===== src/hdl/urm_pkg.sv =====
package urm_pkg;

  // history and median
  localparam int HIST_DEPTH = 8;
  localparam int CNT_W      = $clog2(HIST_DEPTH + 1);
  localparam int MED_LO     = (HIST_DEPTH - 1) / 2;
  localparam int MED_HI     = (MED_LO + 1 < HIST_DEPTH) ? MED_LO + 1 : MED_LO;

  // field and register widths
  localparam int INTERVAL_W = 24;
  localparam int SPEED_W    = 10;
  localparam int TIMEOUT_W  = 16;
  localparam int DIST_W     = 16;
  localparam int CFG_W      = 24;
  localparam int CFG_IDX_W  = 2;

  // distance = speed * ticks / 2000, with 2000 = 16 * 125
  localparam int PROD_W     = SPEED_W + TIMEOUT_W;
  localparam int PRE_SHIFT  = 4;
  localparam int PRE_W      = PROD_W - PRE_SHIFT;
  // ceil(2^29 / 125), exact for every 22-bit dividend
  localparam int RCP_SHIFT  = 29;
  localparam int RCP_W      = 23;
  localparam logic [RCP_W-1:0] RCP_125 = RCP_W'(4294968);
  localparam int RCP_PROD_W = PRE_W + RCP_W;

  // trigger pulse phases, in ticks
  localparam int TRIG_LOW_TICKS  = 4;
  localparam int TRIG_HIGH_TICKS = 10;

  // register reset values
  localparam logic [INTERVAL_W-1:0] INTERVAL_RST = INTERVAL_W'(60000);
  localparam logic [SPEED_W-1:0]    SPEED_RST    = SPEED_W'(343);
  localparam logic [TIMEOUT_W-1:0]  TIMEOUT_RST  = TIMEOUT_W'(23323);

  // register indexes
  localparam logic [CFG_IDX_W-1:0] CFG_INTERVAL = 2'd0;
  localparam logic [CFG_IDX_W-1:0] CFG_SPEED    = 2'd1;
  localparam logic [CFG_IDX_W-1:0] CFG_TIMEOUT  = 2'd2;

  // queue between front and back
  localparam int Q_DEPTH = 2;
  localparam int Q_PTR_W = $clog2(Q_DEPTH);
  localparam int Q_CNT_W = $clog2(Q_DEPTH + 1);

  typedef enum logic [2:0] {
    PH_IDLE,
    PH_TRIG_LOW,
    PH_TRIG_HIGH,
    PH_WAIT_ECHO,
    PH_MEASURE
  } phase_t;

  typedef enum logic [2:0] {
    BK_IDLE,
    BK_MUL,
    BK_DIV,
    BK_PUSH,
    BK_LOAD,
    BK_SORT,
    BK_MED,
    BK_EMIT
  } back_state_t;

  typedef struct packed {
    logic                 trigger;
    logic                 done;
    logic [TIMEOUT_W-1:0] echo_count;
    logic                 timed_out;
    logic                 busy;
  } tick_word_t;

endpackage


===== src/hdl/urm_front.sv =====
module urm_front
  import urm_pkg::*;
(
  input  logic                  clk,
  input  logic                  rst_n,
  input  logic                  in_valid,
  output logic                  in_stall,
  input  logic                  in_echo_level,
  input  logic [INTERVAL_W-1:0] interval_i,
  input  logic [TIMEOUT_W-1:0]  timeout_i,
  input  logic                  q_full_i,
  output logic                  q_push_o,
  output tick_word_t            q_word_o
);

  localparam logic [INTERVAL_W-1:0] SINCE_MAX = '1;

  phase_t                phase_r, phase_nxt;
  logic [INTERVAL_W-1:0] since_r, since_nxt;
  logic [TIMEOUT_W-1:0]  wait_r, wait_nxt;
  logic [TIMEOUT_W-1:0]  echo_cnt_r, echo_cnt_nxt;
  logic                  trig_r, trig_nxt;
  logic                  accept;
  logic                  started;
  logic                  done;
  logic                  tmo;

  assign in_stall = q_full_i;
  assign accept   = in_valid && !q_full_i;

  always_comb begin
    phase_nxt    = phase_r;
    since_nxt    = since_r;
    wait_nxt     = wait_r;
    echo_cnt_nxt = echo_cnt_r;
    trig_nxt     = trig_r;
    started      = 1'b0;
    done         = 1'b0;
    tmo          = 1'b0;
    unique case (phase_r)
      PH_TRIG_LOW: begin
        if (wait_r >= TIMEOUT_W'(TRIG_LOW_TICKS)) begin
          trig_nxt  = 1'b1;
          wait_nxt  = '0;
          phase_nxt = PH_TRIG_HIGH;
        end else begin
          wait_nxt = wait_r + 1'b1;
        end
      end
      PH_TRIG_HIGH: begin
        if (wait_r >= TIMEOUT_W'(TRIG_HIGH_TICKS)) begin
          trig_nxt  = 1'b0;
          wait_nxt  = '0;
          phase_nxt = PH_WAIT_ECHO;
        end else begin
          wait_nxt = wait_r + 1'b1;
        end
      end
      PH_WAIT_ECHO: begin
        if (wait_r >= timeout_i) begin
          tmo       = 1'b1;
          phase_nxt = PH_IDLE;
        end else if (in_echo_level) begin
          echo_cnt_nxt = '0;
          wait_nxt     = '0;
          phase_nxt    = PH_MEASURE;
        end else begin
          wait_nxt = wait_r + 1'b1;
        end
      end
      PH_MEASURE: begin
        if (echo_cnt_r >= timeout_i) begin
          tmo       = 1'b1;
          phase_nxt = PH_IDLE;
        end else begin
          echo_cnt_nxt = echo_cnt_r + 1'b1;
          if (!in_echo_level) begin
            done      = 1'b1;
            phase_nxt = PH_IDLE;
          end
        end
      end
      default: begin
        phase_nxt = PH_IDLE;
        if (since_r >= interval_i) begin
          trig_nxt  = 1'b0;
          since_nxt = '0;
          wait_nxt  = '0;
          phase_nxt = PH_TRIG_LOW;
          started   = 1'b1;
        end
      end
    endcase
    if (!started && since_r != SINCE_MAX) begin
      since_nxt = since_r + 1'b1;
    end
  end

  always_ff @(posedge clk) begin
    if (!rst_n) begin
      phase_r    <= PH_IDLE;
      since_r    <= '0;
      wait_r     <= '0;
      echo_cnt_r <= '0;
      trig_r     <= 1'b0;
    end else if (accept) begin
      phase_r    <= phase_nxt;
      since_r    <= since_nxt;
      wait_r     <= wait_nxt;
      echo_cnt_r <= echo_cnt_nxt;
      trig_r     <= trig_nxt;
    end
  end

  assign q_push_o            = accept;
  assign q_word_o.trigger    = trig_nxt;
  assign q_word_o.done       = done;
  assign q_word_o.echo_count = echo_cnt_nxt;
  assign q_word_o.timed_out  = tmo;
  assign q_word_o.busy       = (phase_nxt != PH_IDLE);

endmodule


===== src/hdl/urm_queue.sv =====
module urm_queue
  import urm_pkg::*;
(
  input  logic       clk,
  input  logic       rst_n,
  input  logic       push_i,
  input  tick_word_t word_i,
  output logic       full_o,
  input  logic       pop_i,
  output logic       empty_o,
  output tick_word_t word_o
);

  tick_word_t           mem [Q_DEPTH];
  logic [Q_PTR_W-1:0]   wr_ptr_r;
  logic [Q_PTR_W-1:0]   rd_ptr_r;
  logic [Q_CNT_W-1:0]   cnt_r;

  assign full_o  = (cnt_r == Q_CNT_W'(Q_DEPTH));
  assign empty_o = (cnt_r == '0);
  assign word_o  = mem[rd_ptr_r];

  always_ff @(posedge clk) begin
    if (push_i) begin
      mem[wr_ptr_r] <= word_i;
    end
  end

  always_ff @(posedge clk) begin
    if (!rst_n) begin
      wr_ptr_r <= '0;
      rd_ptr_r <= '0;
      cnt_r    <= '0;
    end else begin
      if (push_i) begin
        wr_ptr_r <= (wr_ptr_r == Q_PTR_W'(Q_DEPTH - 1)) ? '0 : wr_ptr_r + 1'b1;
      end
      if (pop_i) begin
        rd_ptr_r <= (rd_ptr_r == Q_PTR_W'(Q_DEPTH - 1)) ? '0 : rd_ptr_r + 1'b1;
      end
      if (push_i && !pop_i) begin
        cnt_r <= cnt_r + 1'b1;
      end else if (pop_i && !push_i) begin
        cnt_r <= cnt_r - 1'b1;
      end
    end
  end

endmodule


===== src/hdl/urm_back.sv =====
module urm_back
  import urm_pkg::*;
(
  input  logic               clk,
  input  logic               rst_n,
  input  logic [SPEED_W-1:0] speed_i,
  input  logic               q_empty_i,
  input  tick_word_t         q_word_i,
  output logic               q_pop_o,
  output logic               out_valid,
  input  logic               out_stall,
  output logic               out_trigger_level,
  output logic               out_new_reading,
  output logic [DIST_W-1:0]  out_distance_mm,
  output logic [DIST_W-1:0]  out_median_mm,
  output logic               out_timed_out,
  output logic               out_busy_res
);

  back_state_t           state_r, state_nxt;
  tick_word_t            word_r;
  logic [PROD_W-1:0]     prod_r;
  logic [RCP_PROD_W-1:0] rcp_prod;
  logic [DIST_W-1:0]     dist_r;
  logic [DIST_W-1:0]     hist_r [HIST_DEPTH];
  logic [CNT_W-1:0]      hist_cnt_r;
  logic [DIST_W-1:0]     sort_r [HIST_DEPTH];
  logic [DIST_W-1:0]     sort_nxt [HIST_DEPTH];
  logic [DIST_W-1:0]     load_val [HIST_DEPTH];
  logic [CNT_W-1:0]      pass_r;
  logic [DIST_W-1:0]     last_dist_r;
  logic [DIST_W-1:0]     median_r;
  logic                  out_valid_r;
  logic                  out_load;
  logic [CNT_W:0]        lo_pad;
  logic [CNT_W:0]        lo_end;
  logic [DIST_W:0]       mid_sum;
  logic [DIST_W-1:0]     median_val;

  // divide by 16 with a shift, then by 125 with a reciprocal multiply
  // the quotient of a 26-bit product stays below 2^16, so it never saturates
  assign rcp_prod = RCP_PROD_W'(prod_r[PROD_W-1:PRE_SHIFT]) * RCP_PROD_W'(RCP_125);

  // pad empty slots with zeros and ones so the middle always sits at a fixed index
  always_comb begin
    if (hist_cnt_r[0]) begin
      lo_pad = (CNT_W+1)'(MED_LO) - (CNT_W+1)'(hist_cnt_r >> 1);
    end else begin
      lo_pad = (CNT_W+1)'(MED_LO + 1) - (CNT_W+1)'(hist_cnt_r >> 1);
    end
    lo_end = (CNT_W+1)'(hist_cnt_r) + lo_pad;
    for (int i = 0; i < HIST_DEPTH; i++) begin
      if ((CNT_W+1)'(i) < (CNT_W+1)'(hist_cnt_r)) begin
        load_val[i] = hist_r[i];
      end else if ((CNT_W+1)'(i) < lo_end) begin
        load_val[i] = '0;
      end else begin
        load_val[i] = '1;
      end
    end
  end

  // one odd-even transposition pass
  always_comb begin
    logic odd_j;
    for (int i = 0; i < HIST_DEPTH; i++) begin
      sort_nxt[i] = sort_r[i];
    end
    for (int j = 0; j + 1 < HIST_DEPTH; j++) begin
      odd_j = 1'(j);
      if (odd_j == pass_r[0] && sort_r[j] > sort_r[j+1]) begin
        sort_nxt[j]   = sort_r[j+1];
        sort_nxt[j+1] = sort_r[j];
      end
    end
  end

  assign mid_sum    = {1'b0, sort_r[MED_LO]} + {1'b0, sort_r[MED_HI]};
  assign median_val = hist_cnt_r[0] ? sort_r[MED_LO] : mid_sum[DIST_W:1];

  always_comb begin
    state_nxt = state_r;
    q_pop_o   = 1'b0;
    out_load  = 1'b0;
    unique case (state_r)
      BK_IDLE: begin
        if (!q_empty_i) begin
          q_pop_o   = 1'b1;
          state_nxt = q_word_i.done ? BK_MUL : BK_EMIT;
        end
      end
      BK_MUL:  state_nxt = BK_DIV;
      BK_DIV:  state_nxt = BK_PUSH;
      BK_PUSH: state_nxt = BK_LOAD;
      BK_LOAD: state_nxt = BK_SORT;
      BK_SORT: begin
        if (pass_r == CNT_W'(HIST_DEPTH - 1)) begin
          state_nxt = BK_MED;
        end
      end
      BK_MED:  state_nxt = BK_EMIT;
      BK_EMIT: begin
        if (!out_valid_r || !out_stall) begin
          out_load  = 1'b1;
          state_nxt = BK_IDLE;
        end
      end
      default: state_nxt = BK_IDLE;
    endcase
  end

  always_ff @(posedge clk) begin
    if (!rst_n) begin
      state_r     <= BK_IDLE;
      hist_cnt_r  <= '0;
      last_dist_r <= '0;
      median_r    <= '0;
      out_valid_r <= 1'b0;
    end else begin
      state_r <= state_nxt;
      if (state_r == BK_PUSH) begin
        last_dist_r <= dist_r;
        if (hist_cnt_r != CNT_W'(HIST_DEPTH)) begin
          hist_cnt_r <= hist_cnt_r + 1'b1;
        end
      end
      if (state_r == BK_MED) begin
        median_r <= median_val;
      end
      if (out_load) begin
        out_valid_r <= 1'b1;
      end else if (!out_stall) begin
        out_valid_r <= 1'b0;
      end
    end
  end

  always_ff @(posedge clk) begin
    if (q_pop_o) begin
      word_r <= q_word_i;
    end
    unique case (state_r)
      BK_MUL: begin
        prod_r <= PROD_W'(speed_i) * PROD_W'(word_r.echo_count);
      end
      BK_DIV: begin
        dist_r <= rcp_prod[RCP_PROD_W-1:RCP_SHIFT];
      end
      BK_PUSH: begin
        hist_r[0] <= dist_r;
        for (int i = 1; i < HIST_DEPTH; i++) begin
          hist_r[i] <= hist_r[i-1];
        end
      end
      BK_LOAD: begin
        sort_r <= load_val;
        pass_r <= '0;
      end
      BK_SORT: begin
        sort_r <= sort_nxt;
        pass_r <= pass_r + 1'b1;
      end
      default: begin
      end
    endcase
    if (out_load) begin
      out_trigger_level <= word_r.trigger;
      out_new_reading   <= word_r.done;
      out_distance_mm   <= last_dist_r;
      out_median_mm     <= median_r;
      out_timed_out     <= word_r.timed_out;
      out_busy_res      <= word_r.busy;
    end
  end

  assign out_valid = out_valid_r;

endmodule


===== src/hdl/ultrasonic_ranging_median_core.sv =====
// channel | direction | ports
// --------+-----------+-----------------------------------------------------------
// in      | input     | in_valid, in_stall, in_echo_level
// out     | output    | out_valid, out_stall, out_trigger_level, out_new_reading,
//         |           | out_distance_mm, out_median_mm, out_timed_out, out_busy_res
// cfg     | input     | cfg_we, cfg_index, cfg_data
//
// a tick word without a finished reading goes from the queue straight to the output register
// a finished reading passes through multiply, reciprocal divide by 2000,
// history shift, sort load, 8 odd-even passes, median, then the output register
// the front end runs the phase machine in the accept cycle; a 2-word queue decouples it
// synchronous active-low reset; no clearing pass, history entries are never read unwritten
// out_stall holds the output register, and in_stall rises when the queue is full
module ultrasonic_ranging_median_core
  import urm_pkg::*;
(
  input  logic                 clk,
  input  logic                 rst_n,
  input  logic                 cfg_we,
  input  logic [CFG_IDX_W-1:0] cfg_index,
  input  logic [CFG_W-1:0]     cfg_data,
  input  logic                 in_valid,
  output logic                 in_stall,
  input  logic                 in_echo_level,
  output logic                 out_valid,
  input  logic                 out_stall,
  output logic                 out_trigger_level,
  output logic                 out_new_reading,
  output logic [DIST_W-1:0]    out_distance_mm,
  output logic [DIST_W-1:0]    out_median_mm,
  output logic                 out_timed_out,
  output logic                 out_busy_res
);

  logic [INTERVAL_W-1:0] interval_r;
  logic [SPEED_W-1:0]    speed_r;
  logic [TIMEOUT_W-1:0]  timeout_r;
  logic                  q_push;
  logic                  q_full;
  logic                  q_pop;
  logic                  q_empty;
  tick_word_t            q_in_word;
  tick_word_t            q_out_word;

  always_ff @(posedge clk) begin
    if (!rst_n) begin
      interval_r <= INTERVAL_RST;
      speed_r    <= SPEED_RST;
      timeout_r  <= TIMEOUT_RST;
    end else if (cfg_we) begin
      unique case (cfg_index)
        CFG_INTERVAL: interval_r <= cfg_data[INTERVAL_W-1:0];
        CFG_SPEED:    speed_r    <= cfg_data[SPEED_W-1:0];
        CFG_TIMEOUT:  timeout_r  <= cfg_data[TIMEOUT_W-1:0];
        default: begin
        end
      endcase
    end
  end

  urm_front u_front (
    .clk           (clk),
    .rst_n         (rst_n),
    .in_valid      (in_valid),
    .in_stall      (in_stall),
    .in_echo_level (in_echo_level),
    .interval_i    (interval_r),
    .timeout_i     (timeout_r),
    .q_full_i      (q_full),
    .q_push_o      (q_push),
    .q_word_o      (q_in_word)
  );

  urm_queue u_queue (
    .clk     (clk),
    .rst_n   (rst_n),
    .push_i  (q_push),
    .word_i  (q_in_word),
    .full_o  (q_full),
    .pop_i   (q_pop),
    .empty_o (q_empty),
    .word_o  (q_out_word)
  );

  urm_back u_back (
    .clk               (clk),
    .rst_n             (rst_n),
    .speed_i           (speed_r),
    .q_empty_i         (q_empty),
    .q_word_i          (q_out_word),
    .q_pop_o           (q_pop),
    .out_valid         (out_valid),
    .out_stall         (out_stall),
    .out_trigger_level (out_trigger_level),
    .out_new_reading   (out_new_reading),
    .out_distance_mm   (out_distance_mm),
    .out_median_mm     (out_median_mm),
    .out_timed_out     (out_timed_out),
    .out_busy_res      (out_busy_res)
  );

endmodule


===== config.mk =====
export PLATFORM = sky130hd
export DESIGN_NAME = ultrasonic_ranging_median_core
export DESIGN_NICKNAME = d
export VERILOG_FILES = /design/src/hdl/urm_pkg.sv /design/src/hdl/urm_front.sv /design/src/hdl/urm_queue.sv /design/src/hdl/urm_back.sv /design/src/hdl/ultrasonic_ranging_median_core.sv
export SDC_FILE = /design/constraint.sdc
export NUM_CORES = 2
export LEC_CHECK = 0
export BUFFER_PORTS_ARGS = -buffer_cell sky130_fd_sc_hd__buf_4
export CAP_MARGIN = 20
export CELL_PAD_IN_SITES_DETAIL_PLACEMENT = 1
export CELL_PAD_IN_SITES_GLOBAL_PLACEMENT = 2
export CORE_ASPECT_RATIO = 2
export CORE_MARGIN = 2
export CORE_UTILIZATION = 35
export CTS_BUF_LIST = sky130_fd_sc_hd__clkbuf_8
export CTS_CLUSTER_DIAMETER = 40
export DETAILED_ROUTE_END_ITERATION = 10
export PLACE_DENSITY_LB_ADDON = 0.1
export SLEW_MARGIN = 20
export SYNTH_ARGS = -nofsm -noshare
export SYNTH_HDL_FRONTEND = slang
export SYNTH_HIERARCHICAL = 1
export SYNTH_SLANG_ARGS = --single-unit

===== constraint.sdc =====
create_clock -name clk -period 6.7 [get_ports clk]
set_input_delay 0.67 -clock clk [delete_from_list [all_inputs] [get_ports clk]]
set_output_delay 0.67 -clock clk [all_outputs]
set_load 0.03 [all_outputs]

Yosys cells after proc, flatten, opt, wreduce, memory -nomap -nowiden

Memory sizes are Yosys's and may differ from the RTL's. A register that Yosys moved wholly into a read port is not among the register bits.
Cells that the tools add are included.

Input port bits: 32
Register bits: 384
Output and inout bits: 38
Memories kept: 2
Word-level logic and storage cells: 240
Memory bits (writable): 168

Bitwise logic cells: 2
Reduce and logical (&&, ||, !) cells: 43
$mul: 2
$lt $le $gt $ge: 28
Add/sub/neg operators: 13
Equal/unequal tests: 31
Muxes and demuxes: 81

Memory list:

| name          | words | bits a word | rd ports | clocked after Yosys merged registers in | write ports | line            | RTL |
|---|---|---|---|---|---|---|---|
| u_back.hist_r | 8     | 16          | 8        | 0                                       | 8           | urm_back.sv:25  | `logic [DIST_W-1:0] hist_r [HIST_DEPTH];` |
| u_queue.mem   | 2     | 20          | 1        | 1                                       | 1           | urm_queue.sv:14 | `tick_word_t mem [Q_DEPTH];` |

Operators by type and width:

| cell                                                   | number |
|---|---|
| 2-to-1 mux 16 bit                                      | 25 |
| case mux 128 bit (2 select lines)                      | 1 |
| 2-to-1 mux 32 bit                                      | 7 |
| > comparator 16 bit                                    | 7 |
| 2-to-1 mux 24 bit                                      | 3 |
| case mux 16 bit (4 select lines)                       | 1 |
| multiplier 22 x 20 -> 42 bit (second input constant)   | 1 |
| adder 16 x 1 -> 16 bit (second input constant)         | 2 |
| >= comparator 16 bit                                   | 2 |
| case mux 16 bit (2 select lines)                       | 1 |
| 2-to-1 mux 3 bit                                       | 10 |
| multiplier 10 x 16 -> 26 bit                           | 1 |
| 2-to-1 mux 1 bit                                       | 25 |
| adder 24 x 1 -> 24 bit (second input constant)         | 1 |
| >= comparator 24 bit                                   | 1 |
| inequality test 24 bit (second input constant)         | 1 |
| case mux 3 bit (8 select lines)                        | 1 |
| AND reduction 2 bit                                    | 12 |
| < comparator 3 x 5 -> 1 bit (first input constant)     | 4 |
| inequality test 3 x 1 -> 1 bit (second input constant) | 6 |
| adder 16 x 16 -> 17 bit                                | 1 |
| >= comparator 16 x 3 -> 1 bit (second input constant)  | 1 |
| >= comparator 16 x 4 -> 1 bit (second input constant)  | 1 |
| < comparator 3 x 4 -> 1 bit (first input constant)     | 4 |
| 39 further kinds                                       | 81 |

Longest topological paths before layout

Depth after elaboration: 10
Mapped depth: 22
Gate-level depth less buffers: 21

Modules after synthesis

Netlist, hierarchy kept.

By module, submodules not included:

| module                         | area each (µm²) | seq. area each (µm²) | times used | cells an instance |
|---|---|---|---|---|
| urm_back                       | 29329.4         | 11431.0              | 1          | 2684 |
| urm_front                      | 4800.9          | 1201.2               | 1          | 642 |
| ultrasonic_ranging_median_core | 2077.0          | 1001.0               | 1          | 209 |
| urm_queue                      | 1655.3          | 1301.2               | 1          | 84 |

Least setup slack after synthesis

No wires, ideal clock.

Path type: register to register
Start point: register u_back.prod_r[11]
End point: register u_back.dist_r[15], data pin
Arrival time: 5458 ps
Slack: 988 ps
Setup time: 255 ps
Data required time: 6445 ps
Path buffers: 0
Clock period less this slack: 5712 ps
Stages on the path, launching flop included: 21
Cells stage by stage: edfxtp_1 -> ha_1 -> ha_1 -> inv_1 -> fa_1 -> fa_1 -> inv_1 -> fa_1 -> fa_1 -> inv_1 -> fa_1 -> inv_1 -> ha_1 -> a21o_1 -> nor4_1 -> nor4_1 -> nor3_1 -> a21oi_1 -> o41ai_2 -> a21oi_1 -> and2_1

Word-level cells in the longest chain between the ends: 1

RTL lines:

| element                      | line            | RTL |
|---|---|---|
| start: declaration           | urm_back.sv:22  | `logic [PROD_W-1:0] prod_r;` |
| start signal: assignment     | urm_back.sv:144 | `prod_r <= PROD_W'(speed_i) * PROD_W'(word_r.echo_count);` |
| multiplier 22 x 20 -> 42 bit | urm_back.sv:42  | `assign rcp_prod = RCP_PROD_W'(prod_r[PROD_W-1:PRE_SHIFT]) * RCP_PROD_W'(RCP_125);` |
| net u_back.rcp_prod[44]      | urm_back.sv:23  | `logic [RCP_PROD_W-1:0] rcp_prod;` |
| end signal: assignment       | urm_back.sv:147 | `dist_r <= rcp_prod[RCP_PROD_W-1:RCP_SHIFT];` |
| end: declaration             | urm_back.sv:24  | `logic [DIST_W-1:0] dist_r;` |

The timed path passes the listed nets, and every way through them passes these cells.
A chain may end at the register's enable or synchronous reset.

Final worst setup path

Start point: register u_back.prod_r[10]
End point: register u_back.dist_r[15], data pin

Same word-level chain as after synthesis.

==> run summary <==
status: finished, final reports clean
top cells by instance count after synthesis: 524 x inv_1, 437 x ha_1, 394 x edfxtp_1
vias per cell: 5.328
crit path time final: 6271 ps
area share of the largest cell type after synthesis: 31.25%
CP startpoint kind: register
1st-pass router iterations: 6
ys flop type: edfxtp_1
max-cap viol count: 0
Worst slew margin: 20.90%
All-Layer GR Usage: 23.06%
Setup crit end kind: register
M2 GR Usage: 49.83%
clk sinks: 549
clk_skew: 71.23 ps
Seq cells post-synth: 549
die width: 236.6 µm
routability cong.: 0.8512
synthesized area: 0.03786 mm²
layout cells sized above 1: 9.036%
crit path max fanout: 6
Final Setup Violations: 0
Seq/Total Area, Yosys: 39.44%
Fin. Hold Viols: 0
yosys warns: 6
drt wl/cell: 24.42 µm
Max Fclk: 159.5 MHz
CTS buffer count: 96
Crit Path Class: reg -> reg
drt drc: 0
CP required: 7240 ps
initial antenna violation count: 2
IO Port Bufs: 69
dominant cell type by area after synthesis: edfxtp_1
vias in the first global route: 31,520
Worst EP arrival: 6810 ps
post-layout util: 39.21%
syn_nets: 4,295
post-synthesis cell count: 3,619
crit share post-route: 93.59%
GRT overflow: 0
async set or reset register ratio after synthesis: 0%
Syn Area/Cell: 10.46 µm²
Reg clk slew, reported paths: 60 ps
clock root cell: clkbuf_8
Hold Crit Class: in -> reg
total wire length: 126,200 µm
design area: 0.04203 mm²
RSZ-0062 raised after global routing: no
busiest grt layer: met2
Post-synth EDFFs: 394
most instantiated library cell after synthesis: inv_1
Tightest Pin Transition: 1187 ps
layout filler cell count: 11,970
detailed-route via count: 27,520
Area Overhead vs Synth: 11.01%
nets@finish: 4,380
Post-DP Area: 0.03997 mm²
first-pass GRT wire length: 191,300 µm
Antenna Nets Post-Route: 0
clock tree buffer depth: 3
largest net degree at the start of global routing: 106
die footprint: 0.1110 mm²
IO Pins: 70
met1 GRT Util: 20.05%
1st-iter DRT viols: 900
core area: 0.1072 mm²
row cnt: 170
Synth area leaders: edfxtp_1 31%, ha_1 14%, fa_1 11%, dfxtp_1 8.2%, inv_1 5.2%
Pins Over Slew Limit: 0
synth unique cells: 89
Die Y: 469.1 µm
Initial Utilization: 35.32%
H-tree Lvls: 3
grt met3 use: 2.295%
post-detail-place hpwl: 102,800 µm
setup TNS: 0 ps
Clk Latency, worst-skew pair: 820 ps
CTS tree: done
worst paths after layout:
path / from / end / slack [ps] / cells after the start
hold reg to reg: u_back/hist_r[0][54] / u_back/hist_r[1][6] / 420 / 0
setup reg to reg: u_back/prod_r[10] / u_back/dist_r[15] / 430 / 20
hold / removal: cfg_data[23] / interval_r[23] / 120 / 3
setup / recovery: u_back/prod_r[10] / u_back/dist_r[15] / 430 / 20
registers in the layout, indices dropped and copies added, names as in the netlist, 4 cells and up, named ones only:
register                flops
u_back/out_distance_mm     16
u_back/dist_r              16
u_back/median_r            16
u_back/word_r              20
speed_r                    10
u_back/prod_r              22
u_queue/mem                40
u_back/sort_r             128
interval_r                 24
u_back/hist_cnt_r           4
u_front/echo_cnt_r         16
u_front/wait_r             16
u_front/since_r            24
timeout_r                  16
u_back/last_dist_r         16
u_back/hist_r             128
u_back/pass_r               4
u_back/out_median_mm       16
cells in the final DEF (no fill, tap or decap), types with 18 or more instances in the layout:
master	netlist	routed
a221oi_1	69	68
xnor2_1	46	46
nand3_1	36	36
dfxtp_1	155	155
nor2b_1	54	53
ha_1	437	437
xor2_1	35	35
inv_1	524	553
buf_4	8	126
a21oi_1	221	219
nand2_1	393	392
and2_1	103	103
o2111ai_1	18	18
nor3_1	33	33
mux2_2	20	20
a221o_1	33	33
a21o_1	51	51
edfxtp_1	394	394
clkbuf_8	0	102
nor2_1	119	117
o21ai_0	97	96
fa_1	207	207
nand4_1	38	38
a21boi_0	31	31
o211ai_1	33	33
o21a_1	21	21
nand2b_1	22	22
mux2i_1	50	50
and3_1	34	34
final cells by class:
cell class	count	area, µm²	area share (%)
inverters	527	1983	4.718
well taps	1376	1722	4.096
repair buffers	127	960.9	2.286
flip-flops and latches	549	14930	35.53
diodes	4	10.01	0.02381
clock inverters	77	561.8	1.337
multi-input cells	2403	20460	48.67
clock buffers	102	1404	3.340
repair_timing:
item,4_1_cts,5_1_grt
setup endpoints to repair,0,4
gates resized for setup,0,1
hold buffers,0,0
buffers inserted,0,6
logic make-up (layout without fill, tap and decap cells):
kind of cell | count (synthesis) | after routing | share of synthesized area (%)
fa+ha+maj | 644 | 644 | 25.39
simple gates | 913 | 913 | 11.85
mux | 70 | 70 | 1.917
compound gates | 695 | 695 | 12.64
other cells | 0 | 4 | 0
buf+inv | 667 | 833 | 6.890
xor+xnor | 81 | 81 | 1.874
flops | 549 | 549 | 39.44
stage by stage:
| step | cells | hold slack (ps) | worst slack [ps] |
|---|---|---|---|
| floorplan | 3619 | 400.3 | 987.8 |
| global placement | 4975 | 405.2 | 333.1 |
| detailed placement | 4975 | 414.6 | 233.5 |
| CTS | 5154 | 26.19 | 230.9 |
| global route | 5162 | 100.9 | 6.621 |
| finish | 5165 | 116.5 | 429.3 |
layer usage:
metal | up-vias | wire [µm]
met3 | 254 | 2957
met4 | 0 | 6513
met2 | 510 | 76740
met1 | 13970 | 39950
met5 | - | 0
li1 | 12790 | -
critical path: stages (launching register included):
cell	delay, ps
edfxtp_1	520
ha_1	360
ha_1	210
inv_1	130
fa_1	420
fa_1	500
inv_1	70
fa_1	510
fa_1	570
inv_1	60
fa_1	500
inv_1	50
ha_1	330
a21o_1	210
nor4_1	190
nor4_1	110
nor3_1	290
a21oi_1	210
o41ai_4	420
a21oi_1	160
and2_1	190
Power is left out: the tool's default activity adds up to more than one toggle a clock period on the data nets, which glitch-free logic cannot reach.
